### src/hdl/sbfs_pkg.sv
// shared constants for the stern-brocot fraction search block
package sbfs_pkg;

    // configuration register widths and reset values
    localparam int unsigned TOL_W   = 20;
    localparam int unsigned STEPS_W = 25;
    localparam logic [TOL_W-1:0]   TOL_RESET       = TOL_W'(1);
    localparam logic [STEPS_W-1:0] MAX_STEPS_RESET = STEPS_W'(25'h100_0000);

    // configuration register indexes
    localparam int unsigned CFG_INDEX_W = 1;
    localparam logic [CFG_INDEX_W-1:0] REG_TOLERANCE = 1'b0;
    localparam logic [CFG_INDEX_W-1:0] REG_MAX_STEPS = 1'b1;

    // result status codes
    localparam int unsigned STATUS_W = 2;
    localparam logic [STATUS_W-1:0] STATUS_OK        = 2'd0;
    localparam logic [STATUS_W-1:0] STATUS_STEP_LIMIT = 2'd1;
    localparam logic [STATUS_W-1:0] STATUS_DEN_LIMIT = 2'd2;

endpackage

### src/hdl/stern_brocot_fraction_search.sv
// stern-brocot rational approximation of a signed fixed-point number
//
// Each transaction on the s_ side carries a sign, a whole part and a fraction scaled by
// 2^FRAC_BITS. The block walks the Stern-Brocot tree from the bounds 0/1 and 1/1, starting
// with 1/1 as the approximation, and stops when the approximation lies within tolerance
// (in units of 2^-FRAC_BITS), on an exact mediant, at max_steps mediant steps, or when the
// next mediant denominator would not fit in DEN_BITS. A 1/1 result carries into the whole
// part and a zero fraction gives 0/1. One m_ transaction is returned per input: sign, whole
// part, proper numerator and denominator, improper numerator and a status code. A zero
// fraction skips the walk; otherwise the walk takes one round per cycle through a single
// add/compare unit that keeps the bound errors and the tolerance products by addition
// only, then the states S_FIX, S_MUL and S_ADD carry, multiply and add up the improper
// numerator. The reset step limit is 2^24. s_tready is high only while the core is idle;
// a finished result sits in the output register, so the next item may be taken while it
// waits for m_tready. Configuration writes are taken in any cycle but are meant for idle
// periods only.
module stern_brocot_fraction_search #(
    parameter int unsigned FRAC_BITS  = 40,
    parameter int unsigned DEN_BITS   = 24,
    parameter int unsigned WHOLE_BITS = 32
) (
    input  logic aclk,
    input  logic aresetn,

    // configuration write port
    input  logic                                 cfg_wr_en,
    input  logic [sbfs_pkg::CFG_INDEX_W-1:0]     cfg_index,
    input  logic [sbfs_pkg::STEPS_W-1:0]         cfg_wdata,

    // input stream
    input  logic                                 s_tvalid,
    output logic                                 s_tready,
    // fields from bit 0: negative, whole_part, fraction_bits, zero padding
    input  logic [((1+WHOLE_BITS+FRAC_BITS+7)/8)*8-1:0] s_tdata,

    // result stream
    output logic                                 m_tvalid,
    input  logic                                 m_tready,
    // fields from bit 0: out_negative, out_whole, numerator, denominator,
    // improper_numerator, status, zero padding
    output logic [((1+(WHOLE_BITS+1)+2*DEN_BITS+(WHOLE_BITS+DEN_BITS)+2+7)/8)*8-1:0] m_tdata
);

    localparam int unsigned OUT_WHOLE_W = WHOLE_BITS + 1;
    localparam int unsigned IMP_W       = WHOLE_BITS + DEN_BITS;
    localparam int unsigned PROD_W      = OUT_WHOLE_W + DEN_BITS;
    localparam int unsigned OUT_FIELDS_W =
        1 + OUT_WHOLE_W + 2*DEN_BITS + IMP_W + sbfs_pkg::STATUS_W;
    localparam int unsigned OUT_TDATA_W = ((OUT_FIELDS_W + 7) / 8) * 8;
    // bound errors scaled by 2^FRAC_BITS never exceed 2^FRAC_BITS
    localparam int unsigned ERR_W  = FRAC_BITS + 1;
    localparam int unsigned DIFF_W = FRAC_BITS + 2;
    // tolerance times a denominator
    localparam int unsigned TOLD_W = sbfs_pkg::TOL_W + DEN_BITS;
    localparam int unsigned CMP_W  = (ERR_W > TOLD_W) ? ERR_W : TOLD_W;

    typedef enum logic [4:0] {
        S_IDLE = 5'b00001,
        S_RUN  = 5'b00010,
        S_FIX  = 5'b00100,
        S_MUL  = 5'b01000,
        S_ADD  = 5'b10000
    } state_t;

    // configuration registers
    logic [sbfs_pkg::TOL_W-1:0]   tolerance_reg;
    logic [sbfs_pkg::STEPS_W-1:0] max_steps_reg;

    // control
    state_t state_reg, state_next;
    logic   out_valid_reg, out_valid_next;

    // walk state
    logic                          sign_reg, sign_next;
    logic [OUT_WHOLE_W-1:0]        whole_reg, whole_next;
    logic [DEN_BITS-1:0]           ln_reg, ln_next, ld_reg, ld_next;
    logic [DEN_BITS-1:0]           rn_reg, rn_next, rd_reg, rd_next;
    logic [DEN_BITS-1:0]           n_reg, n_next, d_reg, d_next;
    logic [ERR_W-1:0]              el_reg, el_next, er_reg, er_next;
    logic [ERR_W-1:0]              cur_abs_reg, cur_abs_next;
    logic [TOLD_W-1:0]             tl_reg, tl_next, tr_reg, tr_next;
    logic [TOLD_W-1:0]             cur_tol_reg, cur_tol_next;
    logic [sbfs_pkg::STEPS_W-1:0]  step_reg, step_next, limit_reg, limit_next;
    logic [sbfs_pkg::STATUS_W-1:0] status_reg, status_next;
    logic [IMP_W-1:0]              prod_reg, prod_next;

    // output register
    logic                          out_neg_reg, out_neg_next;
    logic [OUT_WHOLE_W-1:0]        out_whole_reg, out_whole_next;
    logic [DEN_BITS-1:0]           out_num_reg, out_num_next, out_den_reg, out_den_next;
    logic [IMP_W-1:0]              out_imp_reg, out_imp_next;
    logic [sbfs_pkg::STATUS_W-1:0] out_status_reg, out_status_next;

    // input unpacking
    logic                  in_negative;
    logic [WHOLE_BITS-1:0] in_whole;
    logic [FRAC_BITS-1:0]  in_frac;

    // shared add/compare unit
    logic [DEN_BITS:0]   md_wide;
    logic [DEN_BITS-1:0] mn;
    logic [DIFF_W-1:0]   diff;
    logic [ERR_W-1:0]    diff_abs;
    logic [TOLD_W-1:0]   tol_sum;
    logic                within_tol;
    logic [PROD_W-1:0]   prod_full;
    logic                s_accept;
    logic                out_free;

    assign in_negative = s_tdata[0];
    assign in_whole    = s_tdata[WHOLE_BITS:1];
    assign in_frac     = s_tdata[WHOLE_BITS+FRAC_BITS:WHOLE_BITS+1];

    assign s_tready = (state_reg == S_IDLE);
    assign s_accept = s_tvalid && s_tready;
    assign m_tvalid = out_valid_reg;
    assign out_free = !out_valid_reg || m_tready;

    assign m_tdata = OUT_TDATA_W'({out_status_reg, out_imp_reg, out_den_reg, out_num_reg,
                                   out_whole_reg, out_neg_reg});

    // mediant of the bounds and its scaled error: f*md - mn*2^F = el - er
    assign md_wide    = {1'b0, ld_reg} + {1'b0, rd_reg};
    assign mn         = ln_reg + rn_reg;
    assign diff       = {1'b0, el_reg} - {1'b0, er_reg};
    assign diff_abs   = diff[DIFF_W-1] ? ERR_W'(-diff) : diff[ERR_W-1:0];
    assign tol_sum    = tl_reg + tr_reg;
    assign within_tol = CMP_W'(cur_abs_reg) <= CMP_W'(cur_tol_reg);

    assign prod_full = PROD_W'(whole_reg) * PROD_W'(d_reg);

    always_comb begin
        state_next      = state_reg;
        out_valid_next  = out_valid_reg;
        sign_next       = sign_reg;
        whole_next      = whole_reg;
        ln_next         = ln_reg;
        ld_next         = ld_reg;
        rn_next         = rn_reg;
        rd_next         = rd_reg;
        n_next          = n_reg;
        d_next          = d_reg;
        el_next         = el_reg;
        er_next         = er_reg;
        cur_abs_next    = cur_abs_reg;
        tl_next         = tl_reg;
        tr_next         = tr_reg;
        cur_tol_next    = cur_tol_reg;
        step_next       = step_reg;
        limit_next      = limit_reg;
        status_next     = status_reg;
        prod_next       = prod_reg;
        out_neg_next    = out_neg_reg;
        out_whole_next  = out_whole_reg;
        out_num_next    = out_num_reg;
        out_den_next    = out_den_reg;
        out_imp_next    = out_imp_reg;
        out_status_next = out_status_reg;

        if (out_valid_reg && m_tready) begin
            out_valid_next = 1'b0;
        end

        case (state_reg)
            S_IDLE: begin
                if (s_accept) begin
                    sign_next    = in_negative;
                    whole_next   = OUT_WHOLE_W'(in_whole);
                    status_next  = sbfs_pkg::STATUS_OK;
                    ln_next      = '0;
                    ld_next      = DEN_BITS'(1);
                    rn_next      = DEN_BITS'(1);
                    rd_next      = DEN_BITS'(1);
                    // left bound 0/1 sits at error f, right bound 1/1 at 1 - f
                    el_next      = ERR_W'(in_frac);
                    er_next      = (ERR_W'(1) << FRAC_BITS) - ERR_W'(in_frac);
                    tl_next      = TOLD_W'(tolerance_reg);
                    tr_next      = TOLD_W'(tolerance_reg);
                    cur_abs_next = (ERR_W'(1) << FRAC_BITS) - ERR_W'(in_frac);
                    cur_tol_next = TOLD_W'(tolerance_reg);
                    step_next    = '0;
                    limit_next   = (max_steps_reg == '0) ? sbfs_pkg::STEPS_W'(1)
                                                         : max_steps_reg;
                    if (in_frac == '0) begin
                        n_next     = '0;
                        d_next     = DEN_BITS'(1);
                        state_next = S_FIX;
                    end else begin
                        n_next     = DEN_BITS'(1);
                        d_next     = DEN_BITS'(1);
                        state_next = S_RUN;
                    end
                end
            end
            S_RUN: begin
                if (within_tol) begin
                    status_next = sbfs_pkg::STATUS_OK;
                    state_next  = S_FIX;
                end else if (step_reg >= limit_reg) begin
                    status_next = sbfs_pkg::STATUS_STEP_LIMIT;
                    state_next  = S_FIX;
                end else if (md_wide[DEN_BITS]) begin
                    status_next = sbfs_pkg::STATUS_DEN_LIMIT;
                    state_next  = S_FIX;
                end else begin
                    step_next    = step_reg + sbfs_pkg::STEPS_W'(1);
                    n_next       = mn;
                    d_next       = md_wide[DEN_BITS-1:0];
                    cur_abs_next = diff_abs;
                    cur_tol_next = tol_sum;
                    if (diff == '0) begin
                        status_next = sbfs_pkg::STATUS_OK;
                        state_next  = S_FIX;
                    end else if (!diff[DIFF_W-1]) begin
                        // mediant below the fraction: it becomes the left bound
                        ln_next = mn;
                        ld_next = md_wide[DEN_BITS-1:0];
                        el_next = diff_abs;
                        tl_next = tol_sum;
                    end else begin
                        rn_next = mn;
                        rd_next = md_wide[DEN_BITS-1:0];
                        er_next = diff_abs;
                        tr_next = tol_sum;
                    end
                end
            end
            S_FIX: begin
                // a 1/1 result carries into the whole part
                if (n_reg == d_reg) begin
                    whole_next = whole_reg + OUT_WHOLE_W'(1);
                    n_next     = '0;
                    d_next     = DEN_BITS'(1);
                end
                state_next = S_MUL;
            end
            S_MUL: begin
                prod_next  = prod_full[IMP_W-1:0];
                state_next = S_ADD;
            end
            S_ADD: begin
                if (out_free) begin
                    out_valid_next  = 1'b1;
                    out_neg_next    = sign_reg;
                    out_whole_next  = whole_reg;
                    out_num_next    = n_reg;
                    out_den_next    = d_reg;
                    out_imp_next    = prod_reg + IMP_W'(n_reg);
                    out_status_next = status_reg;
                    state_next      = S_IDLE;
                end
            end
            default: begin
                state_next = S_IDLE;
            end
        endcase
    end

    // configuration registers
    always_ff @(posedge aclk) begin
        if (!aresetn) begin
            tolerance_reg <= sbfs_pkg::TOL_RESET;
            max_steps_reg <= sbfs_pkg::MAX_STEPS_RESET;
        end else if (cfg_wr_en) begin
            case (cfg_index)
                sbfs_pkg::REG_TOLERANCE: tolerance_reg <= cfg_wdata[sbfs_pkg::TOL_W-1:0];
                sbfs_pkg::REG_MAX_STEPS: max_steps_reg <= cfg_wdata;
                default: ;
            endcase
        end
    end

    // control state
    always_ff @(posedge aclk) begin
        if (!aresetn) begin
            state_reg     <= S_IDLE;
            out_valid_reg <= 1'b0;
        end else begin
            state_reg     <= state_next;
            out_valid_reg <= out_valid_next;
        end
    end

    // payload, no reset needed
    always_ff @(posedge aclk) begin
        sign_reg       <= sign_next;
        whole_reg      <= whole_next;
        ln_reg         <= ln_next;
        ld_reg         <= ld_next;
        rn_reg         <= rn_next;
        rd_reg         <= rd_next;
        n_reg          <= n_next;
        d_reg          <= d_next;
        el_reg         <= el_next;
        er_reg         <= er_next;
        cur_abs_reg    <= cur_abs_next;
        tl_reg         <= tl_next;
        tr_reg         <= tr_next;
        cur_tol_reg    <= cur_tol_next;
        step_reg       <= step_next;
        limit_reg      <= limit_next;
        status_reg     <= status_next;
        prod_reg       <= prod_next;
        out_neg_reg    <= out_neg_next;
        out_whole_reg  <= out_whole_next;
        out_num_reg    <= out_num_next;
        out_den_reg    <= out_den_next;
        out_imp_reg    <= out_imp_next;
        out_status_reg <= out_status_next;
    end

`ifndef SYNTH
    // core is busy right after taking an input transaction
    a_busy_after_accept: assert property (@(posedge aclk) disable iff (!aresetn)
        s_tvalid && s_tready |=> !s_tready)
        else $error("core accepted a transaction but did not go busy");

    // a delivered fraction is proper with a non-zero denominator
    a_proper_result: assert property (@(posedge aclk) disable iff (!aresetn)
        m_tvalid |-> (out_den_reg != '0) && (out_num_reg < out_den_reg))
        else $error("result fraction is not proper");

    // step counter never runs past the limit while walking
    a_step_bound: assert property (@(posedge aclk) disable iff (!aresetn)
        state_reg == S_RUN |-> step_reg <= limit_reg)
        else $error("step counter beyond the step limit");

    // the approximation is always one of the two bounds, with its own error
    a_cur_is_bound: assert property (@(posedge aclk) disable iff (!aresetn)
        state_reg == S_RUN |->
            (n_reg == ln_reg && d_reg == ld_reg && cur_abs_reg == el_reg) ||
            (n_reg == rn_reg && d_reg == rd_reg && cur_abs_reg == er_reg))
        else $error("approximation does not match a bound");

    // only defined status codes leave the block
    a_status_code: assert property (@(posedge aclk) disable iff (!aresetn)
        m_tvalid |-> out_status_reg == sbfs_pkg::STATUS_OK ||
                     out_status_reg == sbfs_pkg::STATUS_STEP_LIMIT ||
                     out_status_reg == sbfs_pkg::STATUS_DEN_LIMIT)
        else $error("undefined status code on the result");
`endif

endmodule

### config.mk
export PLATFORM = sky130hd
export DESIGN_NAME = stern_brocot_fraction_search
export DESIGN_NICKNAME = d
export VERILOG_FILES = /design/src/hdl/sbfs_pkg.sv /design/src/hdl/stern_brocot_fraction_search.sv
export SDC_FILE = /design/constraint.sdc
export NUM_CORES = 2
export LEC_CHECK = 0
export ABC_AREA = 1
export BUFFER_PORTS_ARGS = -buffer_cell sky130_fd_sc_hd__buf_2
export CAP_MARGIN = 15
export CORE_MARGIN = 10
export CORE_UTILIZATION = 35
export CTS_CLUSTER_SIZE = 30
export DETAILED_ROUTE_END_ITERATION = 6
export GPL_TIMING_DRIVEN = 0
export PLACE_DENSITY = 0.56
export SLEW_MARGIN = 20
export SYNTH_ARGS = -nofsm -noshare
export SYNTH_HDL_FRONTEND = slang
export SYNTH_SLANG_ARGS = --single-unit
### constraint.sdc
create_clock -name aclk -period 14.46 [get_ports aclk]
set_input_delay 1.446 -clock aclk [delete_from_list [all_inputs] [get_ports aclk]]
set_output_delay 1.446 -clock aclk [all_outputs]
set_load 0.02 [all_outputs]
# Word level (Yosys, flattened, before mapping)

Index checks and enable logic that the tools add are counted.

Memories kept: 0
Bits in read-only memories: 0
Bits in latches: 0
Output and inout port bits: 146
Word-level logic and storage cells: 177
RAM bits: 0
Input bits: 111
Register bits after elaboration: 732

Shifts and indexed selects: 0
Mux-type cells: 99
$lt $le $gt $ge: 2
Reduce and logical (&&, ||, !) cells: 21
$add $sub $neg: 9
Bitwise logic cells: 1
Divide/modulo/power cells: 0
Eq/ne operators: 16
$mul: 1

Operators with widths:

| operator               | number |
|---|---|
| $mux 24                | 31 |
| $mux 41                | 16 |
| $mux 44                | 14 |
| $pmux 44 s2            | 3 |
| $pmux 41 s2            | 3 |
| $pmux 24 s2            | 4 |
| $pmux 24 s3            | 2 |
| $mux 25                | 4 |
| $mux 33                | 2 |
| $pmux 33 s2            | 1 |
| $add 56x24->56         | 1 |
| $mul 33x24->56         | 1 |
| $pmux 25 s2            | 1 |
| $add 44x44->44         | 1 |
| $le 41x44->1           | 1 |
| $logic_not 42->1       | 1 |
| $sub 41x41->42         | 1 |
| $neg 41->41            | 1 |
| $sub 41x40->41 const A | 1 |
| $logic_not 40->1       | 1 |
| $add 33x1->33 const B  | 1 |
| $mux 5                 | 6 |
| $add 24x24->25         | 1 |
| $add 25x1->25 const B  | 1 |
| 28 further kinds       | 50 |

# Longest topological paths before layout

Word-level depth: 9
Gate-level depth with buffers: 30
Depth with buffers taken out: 28

# Worst setup path after synthesis

Ideal clock, no wire load.

Path kind: register to register
Start: register state_reg[2]
End: register el_reg[0], enable pin
Path buffers: 0
Arrival: 11.226 ns
Library setup time: 0.788 ns
Slack: 2.446 ns
Stages on the path, launching flop included: 9
Data required time: 13.672 ns
Period minus slack after synthesis: 12.014 ns
Path through: dfxtp_1 > nor2_1 > inv_1 > nor4_1 > inv_1 > o21ai_0 > o21a_1 > nand3_1 > nor3_1

Longest elaborated chain between the ends: 4
Elaborated cells on any way between the ends: 11
Classes of those cells: eq/ne (8); reduce/logical (3)

RTL lines:

| item                         | line                                | text |
|---|---|---|
| start, declared              | stern_brocot_fraction_search.sv:70  | `state_t state_reg, state_next;` |
| start signal, assigned       | stern_brocot_fraction_search.sv:279 | `state_reg <= state_next;` |
| $eq 5x1->1 *                 | stern_brocot_fraction_search.sv:114 | `assign s_tready = (state_reg == S_IDLE);` |
| net s_tready                 | stern_brocot_fraction_search.sv:32  | `output logic s_tready,` |
| $logic_and 1x1->1            | stern_brocot_fraction_search.sv:115 | `assign s_accept = s_tvalid && s_tready;` |
| $ne 2x1->1 (no line)         | n/a                                 |  |
| $reduce_and 7->1 (no line) * | n/a                                 |  |
| end signal, assigned         | stern_brocot_fraction_search.sv:294 | `el_reg <= el_next;` |
| end, declared                | stern_brocot_fraction_search.sv:79  | `logic [ERR_W-1:0] el_reg, el_next, er_reg, er_next;` |

Mark *: on every way through the listed nets, which the timed path passes. The rest lies on a longest branch.
A chain may end at the register's enable or synchronous reset.

# Worst setup path after layout

Start: register d_reg[4]
End: register prod_reg[50], data pin

Longest elaborated chain between the ends: 1

RTL lines:

| item                   | line                                | text |
|---|---|---|
| start, declared        | stern_brocot_fraction_search.sv:78  | `logic [DEN_BITS-1:0] n_reg, n_next, d_reg, d_next;` |
| start signal, assigned | stern_brocot_fraction_search.sv:293 | `d_reg <= d_next;` |
| $mul 33x24->56         | stern_brocot_fraction_search.sv:130 | `assign prod_full = PROD_W'(whole_reg) * PROD_W'(d_reg);` |
| net prod_full[50]      | stern_brocot_fraction_search.sv:106 | `logic [PROD_W-1:0] prod_full;` |
| end signal, assigned   | stern_brocot_fraction_search.sv:303 | `prod_reg <= prod_next;` |
| end, declared          | stern_brocot_fraction_search.sv:85  | `logic [IMP_W-1:0] prod_reg, prod_next;` |

The timed path passes the listed nets, and every way through them passes these cells.

==> impl_metrics.env <==
export IMPL_synth_top_family_by_area="adder cells"
export IMPL_drc=0
export IMPL_relSlewSlack_pct=11.30
export IMPL_netlist_area_leader_share_pct=30.90
export IMPL_dpl_worst_slack_ps=5602
export IMPL_status="finished clean"
export IMPL_highest_layer="met5"
export IMPL_finalClockSkew_ps=54.61
export IMPL_synth_most_common_cell="nand2_1"
export IMPL_drv_slew=0
export IMPL_rows=159
export IMPL_ys_flop_type="edfxtp_1"
export IMPL_synth_seq_cells=732
export IMPL_grt_max_degree=59
export IMPL_die_x_um=454.8
export IMPL_period_needed_ps=9030
export IMPL_dp_hpwl_um=189100
export IMPL_synthCells=7801
export IMPL_synth_simple_area_share_pct=17.38
export IMPL_synthAdderAreaFrac_pct=28.31
export IMPL_postCtsSetupRepairBufs=0
export IMPL_wl_um=232200
export IMPL_ys_warn_count=0
export IMPL_synth_avg_cell_area_um2=8.484
export IMPL_gr_usage_all_layers_pct=22.10
export IMPL_grt_first_pass_wirelength_um=342800
export IMPL_synth_xor_area_share_pct=2.764
export IMPL_tightest_slew_ps=1331
export IMPL_dp_cells=10590
export IMPL_synth_area_um2=66180
export IMPL_crit_arrival_ps=9460
export IMPL_dieArea_um2=206900
export IMPL_initial_core_util_pct=35.20
export IMPL_cp_required_ps=14890
export IMPL_crit_fanout=10
export IMPL_vias=53660
export IMPL_synth_distinct_cells=56
export IMPL_min_path_type="register to register"
export IMPL_post_cts_resized=0
export IMPL_clk_pin_slew_ps=60
export IMPL_cts_sinks=732
export IMPL_worst_setup_path_start_kind="register"
export IMPL_drive_gt1_share_pct=6.242
export IMPL_yosys_area_top_type="edfxtp_1"
export IMPL_min_period_over_period_pct=62.45
export IMPL_clk_latency_ps=750
export IMPL_port_buffer_count=244
export IMPL_cts_path_max_buffers=3
export IMPL_wl_per_cell_um=21.60
export IMPL_final_cells=10750
export IMPL_crit_path_end_kind="register"
export IMPL_h_tree_depth=3
export IMPL_whs_ps=443.1
export IMPL_synth_compound_area_share_pct=7.135
export IMPL_yosys_top_cells_count="1830 x nand2_1, 1813 x inv_1, 684 x fa_1"
export IMPL_timing_final_ws_setup_ps=5430
export IMPL_first_pass_iters=6
export IMPL_ctsHoldBuffers=0
export IMPL_wl_met3_um=17570
export IMPL_antenna_found_initial=6
export IMPL_cts_inserted_buffers=86
export IMPL_async_reset_ff_share_pct=0
export IMPL_synth_edf_count=681
export IMPL_wl_met1_um=97770
export IMPL_yosys_top_cells_area="edfxtp_1 31%, fa_1 21%, nand2_1 10%"
export IMPL_fmax_mhz=110.7
export IMPL_route_met2_wl_um=105700
export IMPL_setup_viol=0
export IMPL_clockRootBuffer="clkbuf_16"
export IMPL_nNetsFinal=9379
export IMPL_place_gp_congestion=0.9798
export IMPL_maxCapViolCount=0
export IMPL_first_global_vias=53940
export IMPL_ys_seq_area_share_pct=32.44
export IMPL_core_area_um2=188000
export IMPL_overflow=0
export IMPL_hold_violations=0
export IMPL_syn2layout_area_growth_pct=11.87
export IMPL_cts_tree="yes"
export IMPL_ios=257
export IMPL_drtIter0Drc=5081
export IMPL_muxShareOfSynthArea_pct=0
export IMPL_rsz0062_at_grt="no"
export IMPL_antenna_left=0
export IMPL_die_h_um=454.8
export IMPL_worstSetupPathType="register to register"
export IMPL_post_drt_via_cell_ratio=4.992
==> metrics by stage <==
stage	TNS (ps)	area (um2)	util, %
after global routing	0	74030	39.38
after detailed placement	0	71180	37.86
after global placement	-803950	70540	37.52
after CTS	0	74030	39.38
final	0	74040	39.38
after floorplan	0	66190	-
==> per-layer routing <==
layer / vias up / global-route usage [%]
li1: 25010 / -
met2: 2084 / 35.86
met3: 419 / 3.616
met4: 4 / 9.174
met1: 26150 / 29.30
met5: - / 0
==> cell usage in the layout, fill, tap and decap left out, types with 14 or more instances in the layout <==
master,count
o21ai_0,317
buf_1,33
o21ai_1,14
nor4_1,48
edfxtp_1,681
nor3_1,82
nor2_1,476
xnor2_1,64
buf_4,22
clkbuf_16,88
buf_2,268
fa_1,684
clkinv_2,19
inv_1,1812
ha_1,403
clkbuf_1,236
o21a_1,26
dfxtp_1,51
a31oi_1,46
xor2_1,143
nand3_1,208
nand3b_1,17
o21bai_1,16
nand4_1,71
a21oi_1,377
o211ai_1,14
nand2_1,1830
==> kinds of logic (layout without fill, tap and decap cells) <==
logic type,Yosys count,count (layout)
AND/OR/NAND/NOR,2805,2805
buffers and inverters,2098,2545
adder cells (fa/ha/maj),1087,1087
AO/OA/AOI/OAI,870,870
flip-flops,732,732
XOR/XNOR,208,208
other,1,6
==> final timing paths <==
check            start               to  slack [ps]  cells after the start
min reg2reg  d_reg[10]  out_den_reg[10]         440                      0
max reg2reg   d_reg[4]     prod_reg[50]        5430                     25
min          d_reg[10]  out_den_reg[10]         440                      0
max           d_reg[4]     prod_reg[50]        5430                     25
==> final cells by class <==
class	count	area, um2
timing repair buffer	289	1789
multi-input combinational	4974	36870
sequential	732	21470
inverter	1816	6822
buffer	282	1110
tap	2495	3122
clock buffer	105	2276
antenna	2	5.005
clock inverter	53	574.3
fill	19310	114000
==> critical path, cell delays in order, from the launching register on <==
cell	delay (ps)
edfxtp_1	350
clkbuf_1	860
clkbuf_1	700
nand2_1	160
fa_1	550
inv_1	50
fa_1	470
inv_1	50
fa_1	560
fa_1	480
fa_1	550
inv_1	60
fa_1	530
inv_1	50
fa_1	650
inv_1	70
ha_1	370
nand2_1	120
nor2_1	60
a21oi_1	130
o21ai_0	160
a21oi_1	430
o21ai_0	260
a21boi_0	590
o21ai_0	240
xor2_1	190
Power is left out: the tool's default activity adds up to more than one toggle a clock period on the data nets, which glitch-free logic cannot reach.
